File: config.mk
export PLATFORM = sky130hd
export DESIGN_NAME = piano_key_report_decoder_flat
export DESIGN_NICKNAME = d
export VERILOG_FILES = /design/src/rtl/core/pkd_pkg.sv /design/src/rtl/core/pkd_in_if.sv /design/src/rtl/core/pkd_out_if.sv /design/src/rtl/core/pkd_front.sv /design/src/rtl/core/pkd_queue.sv /design/src/rtl/core/pkd_back.sv /design/src/rtl/core/piano_key_report_decoder.sv /design/src/flat_wrapper.sv
export SDC_FILE = /design/constraint.sdc
export NUM_CORES = 1
export LEC_CHECK = 0
export BUFFER_PORTS_ARGS = -buffer_cell sky130_fd_sc_hd__buf_2
export CORE_UTILIZATION = 45
export DETAILED_ROUTE_END_ITERATION = 10
export GPL_TIMING_DRIVEN = 0
export HOLD_SLACK_MARGIN = 0.08
export PLACE_DENSITY_LB_ADDON = 0.25
export SYNTH_ARGS = -nofsm -noshare
export SYNTH_HDL_FRONTEND = slang
export SYNTH_SLANG_ARGS = --single-unit
File: constraint.sdc
create_clock -name clk_i -period 6.3 [get_ports clk_i]
set_input_delay 0.63 -clock clk_i [delete_from_list [all_inputs] [get_ports clk_i]]
set_output_delay 0.63 -clock clk_i [all_outputs]
set_load 0.05 [all_outputs]
File: src/rtl/core/pkd_pkg.sv
// Types and constants of the piano key report decoder.
package pkd_pkg;

  localparam logic [7:0] ID_NOTES    = 8'h03;
  localparam logic [7:0] ID_MASK     = 8'h04;
  localparam logic [7:0] PRESS_LIMIT = 8'h81;
  localparam logic [7:0] PRESS_OFS   = 8'(8'h54 - 60);
  localparam logic [7:0] RELEASE_OFS = 8'(8'h94 - 60);
  localparam logic [15:0] VEL_RESET  = 16'h8000;
  localparam int unsigned MASK_BITS  = 24;
  localparam int unsigned QUERY_W    = 7;

  typedef enum logic [1:0] {
    KIND_NONE,
    KIND_NOTES,
    KIND_MASK_WAIT,
    KIND_MASK_DONE
  } kind_e;

  typedef enum logic [1:0] {
    OP_NONE,
    OP_PRESS,
    OP_RELEASE,
    OP_MASK
  } op_e;

  typedef struct packed {
    op_e                  op;
    logic [7:0]           key;
    logic [7:0]           vel;
    logic [MASK_BITS-1:0] mask;
    logic                 done;
    logic                 handled;
    logic [QUERY_W-1:0]   query;
  } op_t;

  typedef struct packed {
    logic               done;
    logic               handled;
    logic               button;
    logic signed [15:0] velocity;
  } res_t;

endpackage

File: src/rtl/core/pkd_in_if.sv
// Input byte channel of the piano key report decoder.
interface pkd_in_if;
  logic       valid;
  logic       ready;
  logic [7:0] report_byte;
  logic       last_byte;
  logic [6:0] query_button;

  modport source (output valid, output report_byte, output last_byte,
                  output query_button, input ready);
  modport sink (input valid, input report_byte, input last_byte,
                input query_button, output ready);
endinterface

File: src/rtl/core/pkd_out_if.sv
// Result channel of the piano key report decoder.
interface pkd_out_if;
  logic               valid;
  logic               ready;
  logic               report_done;
  logic               report_handled;
  logic               button_down;
  logic signed [15:0] last_velocity;

  modport source (output valid, output report_done, output report_handled,
                  output button_down, output last_velocity, input ready);
  modport sink (input valid, input report_done, input report_handled,
                input button_down, input last_velocity, output ready);
endinterface

File: src/rtl/core/pkd_front.sv
// Front end: parses report bytes and turns each into a key operation.
module pkd_front #(
  parameter int unsigned NOTE_KEYS = 48
) (
  input  logic                              clk_i,
  input  logic                              rst_ni,
  input  logic                              in_valid_i,
  output logic                              in_ready_o,
  input  logic [7:0]                        report_byte_i,
  input  logic                              last_byte_i,
  input  logic [pkd_pkg::QUERY_W-1:0]       query_button_i,
  output logic                              op_valid_o,
  input  logic                              op_ready_i,
  output pkd_pkg::op_t                      op_o
);

  logic [1:0]     pos_q, pos_d;
  pkd_pkg::kind_e kind_q, kind_d, kind_n;
  logic [7:0]     held_q, held_d;
  logic [15:0]    mask_hi_q, mask_hi_d;
  logic [7:0]     key_sub;
  logic           accept;

  assign in_ready_o = op_ready_i;
  assign op_valid_o = in_valid_i;
  assign accept     = in_valid_i && op_ready_i;

  always_comb begin
    pos_d     = pos_q;
    kind_n    = kind_q;
    held_d    = held_q;
    mask_hi_d = mask_hi_q;
    key_sub   = '0;
    op_o         = '0;
    op_o.op      = pkd_pkg::OP_NONE;
    op_o.vel     = report_byte_i;
    op_o.done    = last_byte_i;
    op_o.query   = query_button_i;
    op_o.mask    = {mask_hi_q, report_byte_i};
    if (pos_q == 2'd0) begin
      if (report_byte_i == pkd_pkg::ID_NOTES) begin
        kind_n = pkd_pkg::KIND_NOTES;
      end else if (report_byte_i == pkd_pkg::ID_MASK) begin
        kind_n = pkd_pkg::KIND_MASK_WAIT;
      end else begin
        kind_n = pkd_pkg::KIND_NONE;
      end
      pos_d = 2'd1;
    end else if (kind_q == pkd_pkg::KIND_NOTES) begin
      if (pos_q == 2'd1) begin
        held_d = report_byte_i;
        pos_d  = 2'd2;
      end else begin
        pos_d = 2'd1;
        if (held_q < pkd_pkg::PRESS_LIMIT) begin
          key_sub = held_q - pkd_pkg::PRESS_OFS;
          if (held_q >= pkd_pkg::PRESS_OFS && int'(key_sub) < NOTE_KEYS) begin
            op_o.op = pkd_pkg::OP_PRESS;
          end
        end else begin
          key_sub = held_q - pkd_pkg::RELEASE_OFS;
          if (int'(key_sub) < NOTE_KEYS) begin
            op_o.op = pkd_pkg::OP_RELEASE;
          end
        end
      end
    end else if (kind_q == pkd_pkg::KIND_MASK_WAIT) begin
      if (pos_q == 2'd1) begin
        mask_hi_d = {report_byte_i, 8'h00};
        pos_d     = 2'd2;
      end else if (pos_q == 2'd2) begin
        mask_hi_d = {mask_hi_q[15:8], report_byte_i};
        pos_d     = 2'd3;
      end else begin
        op_o.op = pkd_pkg::OP_MASK;
        kind_n  = pkd_pkg::KIND_MASK_DONE;
      end
    end
    op_o.key = key_sub;
    kind_d   = kind_n;
    if (last_byte_i) begin
      op_o.handled = (kind_n == pkd_pkg::KIND_NOTES) || (kind_n == pkd_pkg::KIND_MASK_DONE);
      pos_d        = 2'd0;
      kind_d       = pkd_pkg::KIND_NONE;
    end
  end

  always_ff @(posedge clk_i or negedge rst_ni) begin
    if (!rst_ni) begin
      pos_q     <= 2'd0;
      kind_q    <= pkd_pkg::KIND_NONE;
      held_q    <= '0;
      mask_hi_q <= '0;
    end else if (accept) begin
      pos_q     <= pos_d;
      kind_q    <= kind_d;
      held_q    <= held_d;
      mask_hi_q <= mask_hi_d;
    end
  end

endmodule

File: src/rtl/core/pkd_queue.sv
// Two-entry operation queue between the front end and the key store.
module pkd_queue (
  input  logic         clk_i,
  input  logic         rst_ni,
  input  logic         push_valid_i,
  output logic         push_ready_o,
  input  pkd_pkg::op_t push_data_i,
  output logic         pop_valid_o,
  input  logic         pop_ready_i,
  output pkd_pkg::op_t pop_data_o
);

  pkd_pkg::op_t mem_q [2];
  logic         wr_ptr_q, rd_ptr_q;
  logic [1:0]   cnt_q, cnt_d;
  logic         push, pop;

  assign push_ready_o = (cnt_q != 2'd2);
  assign pop_valid_o  = (cnt_q != 2'd0);
  assign pop_data_o   = mem_q[rd_ptr_q];
  assign push         = push_valid_i && push_ready_o;
  assign pop          = pop_ready_i && pop_valid_o;

  always_comb begin
    cnt_d = cnt_q;
    if (push && !pop) begin
      cnt_d = cnt_q + 2'd1;
    end else if (pop && !push) begin
      cnt_d = cnt_q - 2'd1;
    end
  end

  always_ff @(posedge clk_i or negedge rst_ni) begin
    if (!rst_ni) begin
      wr_ptr_q <= 1'b0;
      rd_ptr_q <= 1'b0;
      cnt_q    <= 2'd0;
    end else begin
      cnt_q <= cnt_d;
      if (push) begin
        wr_ptr_q <= ~wr_ptr_q;
      end
      if (pop) begin
        rd_ptr_q <= ~rd_ptr_q;
      end
    end
  end

  always_ff @(posedge clk_i) begin
    if (push) begin
      mem_q[wr_ptr_q] <= push_data_i;
    end
  end

endmodule

File: src/rtl/core/pkd_back.sv
// Back end: applies key operations to the key store and registers results.
module pkd_back #(
  parameter int unsigned NOTE_KEYS = 48,
  parameter int unsigned MASK_KEYS = 24
) (
  input  logic          clk_i,
  input  logic          rst_ni,
  input  logic          op_valid_i,
  output logic          op_ready_o,
  input  pkd_pkg::op_t  op_i,
  output logic          res_valid_o,
  input  logic          res_ready_i,
  output pkd_pkg::res_t res_o
);

  localparam int unsigned TotalKeys = NOTE_KEYS + MASK_KEYS;
  localparam int unsigned KeyW      = (TotalKeys > 1) ? $clog2(TotalKeys) : 1;

  logic [TotalKeys-1:0] keys_q, keys_d;
  logic [15:0]          vel_q, vel_d;
  logic [7:0]           vel_raw;
  logic                 res_valid_q;
  pkd_pkg::res_t        res_q, res_d;
  logic                 pop;

  assign op_ready_o  = !res_valid_q || res_ready_i;
  assign pop         = op_valid_i && op_ready_o;
  assign res_valid_o = res_valid_q;
  assign res_o       = res_q;
  assign vel_raw     = (op_i.vel == 8'h00) ? 8'h01 : op_i.vel;

  always_comb begin
    keys_d = keys_q;
    vel_d  = vel_q;
    case (op_i.op)
      pkd_pkg::OP_PRESS: begin
        keys_d[KeyW'(op_i.key)] = 1'b1;
        vel_d = {vel_raw, vel_raw} ^ pkd_pkg::VEL_RESET;
      end
      pkd_pkg::OP_RELEASE: begin
        keys_d[KeyW'(op_i.key)] = 1'b0;
      end
      pkd_pkg::OP_MASK: begin
        for (int b = 0; b < MASK_KEYS; b++) begin
          keys_d[NOTE_KEYS + b] = op_i.mask[b];
        end
      end
      default: begin
      end
    endcase
    res_d.done     = op_i.done;
    res_d.handled  = op_i.handled;
    res_d.velocity = $signed(vel_d);
    res_d.button   = (int'(op_i.query) < TotalKeys) ? keys_d[KeyW'(op_i.query)] : 1'b0;
  end

  always_ff @(posedge clk_i or negedge rst_ni) begin
    if (!rst_ni) begin
      keys_q      <= '0;
      vel_q       <= pkd_pkg::VEL_RESET;
      res_valid_q <= 1'b0;
    end else begin
      if (pop) begin
        keys_q <= keys_d;
        vel_q  <= vel_d;
      end
      if (op_ready_o) begin
        res_valid_q <= op_valid_i;
      end
    end
  end

  always_ff @(posedge clk_i) begin
    if (pop) begin
      res_q <= res_d;
    end
  end

endmodule

File: src/rtl/core/piano_key_report_decoder.sv
// Piano key report decoder: top level joining front end, queue and key store.
//
// in_i carries one report byte per request with its last-byte flag and a key
// index to query; out_o returns one result per request: report end,
// whether the report was taken, the queried key state after that byte and
// the most recent press velocity.
// An accepted request passes the queue entry and then the output register
// before its result is valid. One request is taken every cycle while the
// queue has room; the front end parses bytes in the accepting cycle, the
// two-entry queue carries the decoded operation, and the key store applies it
// into the output register. Reset clears all keys, sets the velocity to
// -32768 and the parser to expect a report id. When the receiver stalls the
// result holds, the queue fills, and in_i.ready drops once it holds two.
module piano_key_report_decoder #(
  parameter int unsigned NOTE_KEYS = 48,
  parameter int unsigned MASK_KEYS = 24
) (
  input logic        clk_i,
  input logic        rst_ni,
  pkd_in_if.sink     in_i,
  pkd_out_if.source  out_o
);

  logic          fe_valid, fe_ready;
  pkd_pkg::op_t  fe_op;
  logic          be_valid, be_ready;
  pkd_pkg::op_t  be_op;
  pkd_pkg::res_t res;

  pkd_front #(
    .NOTE_KEYS(NOTE_KEYS)
  ) u_front (
    .clk_i         (clk_i),
    .rst_ni        (rst_ni),
    .in_valid_i    (in_i.valid),
    .in_ready_o    (in_i.ready),
    .report_byte_i (in_i.report_byte),
    .last_byte_i   (in_i.last_byte),
    .query_button_i(in_i.query_button),
    .op_valid_o    (fe_valid),
    .op_ready_i    (fe_ready),
    .op_o          (fe_op)
  );

  pkd_queue u_queue (
    .clk_i       (clk_i),
    .rst_ni      (rst_ni),
    .push_valid_i(fe_valid),
    .push_ready_o(fe_ready),
    .push_data_i (fe_op),
    .pop_valid_o (be_valid),
    .pop_ready_i (be_ready),
    .pop_data_o  (be_op)
  );

  pkd_back #(
    .NOTE_KEYS(NOTE_KEYS),
    .MASK_KEYS(MASK_KEYS)
  ) u_back (
    .clk_i      (clk_i),
    .rst_ni     (rst_ni),
    .op_valid_i (be_valid),
    .op_ready_o (be_ready),
    .op_i       (be_op),
    .res_valid_o(out_o.valid),
    .res_ready_i(out_o.ready),
    .res_o      (res)
  );

  assign out_o.report_done    = res.done;
  assign out_o.report_handled = res.handled;
  assign out_o.button_down    = res.button;
  assign out_o.last_velocity  = res.velocity;

endmodule

File: src/flat_wrapper.sv
// flat-port wrapper written by rule: the top's interface ports become plain ports
module piano_key_report_decoder_flat 
#(
  parameter int unsigned NOTE_KEYS = 48,
  parameter int unsigned MASK_KEYS = 24
)
  (clk_i, rst_ni, in_i_valid, in_i_report_byte, in_i_last_byte, in_i_query_button, in_i_ready, out_o_valid, out_o_report_done, out_o_report_handled, out_o_button_down, out_o_last_velocity, out_o_ready);
  pkd_in_if in_i_i ();
  pkd_out_if out_o_i ();
  input logic clk_i;
  input logic rst_ni;
  input wire logic [$bits(in_i_i.valid)-1:0] in_i_valid;
  input wire logic [$bits(in_i_i.report_byte)-1:0] in_i_report_byte;
  input wire logic [$bits(in_i_i.last_byte)-1:0] in_i_last_byte;
  input wire logic [$bits(in_i_i.query_button)-1:0] in_i_query_button;
  output wire logic [$bits(in_i_i.ready)-1:0] in_i_ready;
  output wire logic [$bits(out_o_i.valid)-1:0] out_o_valid;
  output wire logic [$bits(out_o_i.report_done)-1:0] out_o_report_done;
  output wire logic [$bits(out_o_i.report_handled)-1:0] out_o_report_handled;
  output wire logic [$bits(out_o_i.button_down)-1:0] out_o_button_down;
  output wire logic [$bits(out_o_i.last_velocity)-1:0] out_o_last_velocity;
  input wire logic [$bits(out_o_i.ready)-1:0] out_o_ready;
  assign in_i_i.valid = in_i_valid;
  assign in_i_i.report_byte = in_i_report_byte;
  assign in_i_i.last_byte = in_i_last_byte;
  assign in_i_i.query_button = in_i_query_button;
  assign in_i_ready = in_i_i.ready;
  assign out_o_valid = out_o_i.valid;
  assign out_o_report_done = out_o_i.report_done;
  assign out_o_report_handled = out_o_i.report_handled;
  assign out_o_button_down = out_o_i.button_down;
  assign out_o_last_velocity = out_o_i.last_velocity;
  assign out_o_i.ready = out_o_ready;
  piano_key_report_decoder #(.NOTE_KEYS(NOTE_KEYS), .MASK_KEYS(MASK_KEYS)) u_core (.clk_i(clk_i), .rst_ni(rst_ni), .in_i(in_i_i), .out_o(out_o_i));
endmodule
==> impl_metrics.yaml <==
cells_and_area:
  utilization_pct: 51.9
  antenna_cells: 0
  final_cell_mix: "nand2_1 (139), dfrtp_1 (120), edfxtp_1 (103)"
  final_nets: 1256
  area_delta_synth_final_pct: 13.5
  drive_above_1_share_pct: 15.4
  finalInstanceArea_um2: 13500
  layout_commonest_cell: "nand2_1"
synth:
  yosysWarningCount: 0
  synth_top_area_share_pct: 25.9
  synth_top_area_cell: "edfxtp_1"
  synth_edf_count: 103
  syn_inst: 1153
  synth_async_sr_flop_share_pct: 54.0
  ys.flop_type: "dfrtp_1"
  netlist_area_um2: 11900
  ys_types: 89
  seq_area_frac_synth_pct: 51.3
  ys_ff_latch: 224
  postSynthAreaPerCell_um2: 10.3
  yosys-top-cells-area: "edfxtp_1 (26%), dfrtp_1 (25%), mux2_2 (5.1%)"
  syn-num-nets: 1185
clock_tree:
  clk_pin_slew_worst_paths_ps: 60
  cts_tree: "done"
  clock_latency_ps: 550
  clockRootBuffer: "clkbuf_16"
  clockBufferDepth: 3
  cts_hold_buf: 0
  cts_buffers: 25
  clock-sinks: 224
  htreeDepth: 1
worst_setup_path:
  reg2reg_depth: 20
  cp_num_cells: 20
  max_stage_delay_ps: 590
  critPathCapture: "u_core.u_back.res_o[16]"
  r2r-end: "u_core.u_back.res_o[16]"
  required_ps: 6620
  cp-start-kind: "flop"
  reg2reg_from: "u_core.u_queue.rd_ptr_q"
  worstPathArrival_ps: 6350
  path_delay_family: "buffers and inverters"
  rrSetupSlack_ps: 270
  crit_buf_inv: 10
  cp-startpoint: "u_core.u_queue.rd_ptr_q"
  cp-end-kind: "flop"
  cp_slowest_cell: "or4_1"
  cp_max_fo: 10
  crit_chain: "buf_4, buf_2, buf_2, buf_2, buf_2, buf_2, buf_4, mux2i_2, ha_1, clkbuf_1, inv_1, nand2_1, clkbuf_2, a21oi_1, a21oi_1, a41oi_1, o211ai_1, nand4_1, or4_1, o311ai_1"
  timing.critical_path.mode_cell: "buf_2"
  critPathKind: "reg -> reg"
die:
  row_count: 59
  fp.dieH_um: 165
  core-area_um2: 26100
  die_w_um: 165
  fp.dieArea_um2: 27200
  ios: 41
  start_util_pct: 45.8
detailed_routing:
  firstDrtPassIters: 5
  wire_per_inst_um: 23.7
  wl_met1_um: 16100
  dr_wl_met3_um: 3150
  wl_met2_um: 16900
  ant_nets: 0
  route.detailed.drc: 0
  route.vias.total: 10000
  maxUsedRoutingLayer: "met4"
  drt_iter0_drc: 1168
  vias_per_cell: 6.36
  routed_wl_um: 37400
grt:
  track_usage_pct: 28.0
  antenna_found_initial: 0
  grt_pass1_vias: 9582
  overflow: 0
  grt_pass1_wl_um: 57000
  grt_max_degree: 65
timing:
  slew_headroom_pct: 16.8
  post-route-period-util_pct: 95.7
  grt_setup_unrepaired: "false"
  slew_violations: 0
  finalSetupViolCount: 0
  holdWs_ps: 70.6
  fmax_mhz: 166
  finalCriticalPeriod_ps: 6030
  hold_viol_final: 0
  worst-slew-pin-transition_ps: 1240
  finalClockSkew_ps: 16.7
power_and_ir_drop:
  vdd_drop_max_mv: 0.368
  p_int_mw: 3.96
  p_total_mw: 7.18
  p_clk_share_pct: 21.2
  p_comb_share_pct: 47.3
  power_frac_seq_pct: 31.5
  p_per_area_nw_per_um2: 530
  p_switching_mw: 3.22
  p_leak_nw: 5.35
  swShare_pct: 44.8
worst_hold_path:
  hp-class: "in -> async"
placed_design:
  routabilityCongestion: 0.985
  hpwl_um: 26600
  dpl_cell_area_um2: 12600
  io_buffer_count: 40
run:
  maxCapViolCount: 0
status:
  status: "finished, final reports clean"
==> power by group through the flow <==
| stage | combinational, mW | sequential (mW) | clock [mW] |
|---|---|---|---|
| global route | 3.62 | 2.31 | 1.60 |
| finish | 3.40 | 2.26 | 1.52 |
| detailed placement | 3.28 | 2.28 | 0 |
| CTS | 3.30 | 2.26 | 1.55 |
| global placement | 3.23 | 2.27 | 0 |
| floorplan | 2.01 | 2.46 | 0 |
==> synth_stat cells, drive strengths merged (16+ instances only) <==
cell type	number
clkbuf	60
mux2	54
nand2	139
a21o	17
nor3	17
inv	18
o21a	19
a2111oi	23
buf	25
o21ai	69
and3	18
nor2	81
a31oi	19
a21oi	85
mux2i	19
nand3	16
dfrtp	120
edfxtp	103
==> final cells by class <==
cell class                      instances  area [µm²]
Buffer                                 85         355
Tap cell                              335         419
Sequential cell                       224        6120
Clock inverter                         12         184
Timing Repair Buffer                   44         294
Inverter                               21        78.8
Clock buffer                           34         669
Multi-Input combinational cell        823        5410
Fill cell                            2343       12500
==> state kept, by name, indices dropped and copies added (netlist names) <==
name	cells
u_core.u_queue.mem_q	84
u_core.u_back.keys_q	72
u_core.u_back.res_o	19
u_core.u_back.vel_q	16
u_core.u_front.mask_hi_q	16
u_core.u_front.held_q	8
u_core.u_front.kind_q	2
u_core.u_front.pos_q	2
u_core.u_queue.cnt_q	2
u_core.u_back.res_valid_o	1
u_core.u_queue.rd_ptr_q	1
u_core.u_queue.wr_ptr_q	1
==> routing by layer <==
| metal | GRT usage, % | vias to the layer above |
|---|---|---|
| li1 | - | 4530 |
| met1 | 39.3 | 4913 |
| met2 | 43.5 | 497 |
| met3 | 4.75 | 90 |
| met4 | 9.76 | 0 |
| met5 | 0 | - |
==> how the worst min path moves through the flow <==
stage	start	end	slack (ps)	depth (start not counted)
2_1_floorplan	rst_ni	u_core.u_back.keys_q[0]	330	0
3_3_place_gp	u_core.u_front.mask_hi_q[15]	u_core.u_queue.mem_q[1][32]	440	0
3_5_place_dp	u_core.u_front.mask_hi_q[11]	u_core.u_queue.mem_q[1][28]	450	0
4_1_cts	rst_ni	u_core.u_back.keys_q[25]	80	1
5_1_grt	rst_ni	u_core.u_back.keys_q[25]	110	1
6_report	rst_ni	u_core.u_back.keys_q[25]	70	1
==> metrics by stage <==
stage	setup slack [ps]	instances	setup TNS, ps
after floorplan	1660	1153	0
after global placement	-220	1528	-220
after detailed placement	-219	1531	-219
after CTS	65.9	1577	0
after global routing	19.1	1578	0
final	268	1578	0
==> kinds of logic after synthesis <==
group / synth area share [%]
AOI/OAI and AO/OA: 22.0
and+or+nand+nor: 14.5
DFF: 51.3
buffers and inverters: 3.58
muxes: 6.88
adders and majority gates: 1.26
xor gates and xnor gates: 0.441
==> timing repair <==
item                       CTS  global route
setup endpoints to repair    1             1
buffers inserted             0             1
pin swaps                    0             0
gates resized for setup      4             8
No activity file was read; power rests on OpenSTA's default activity.
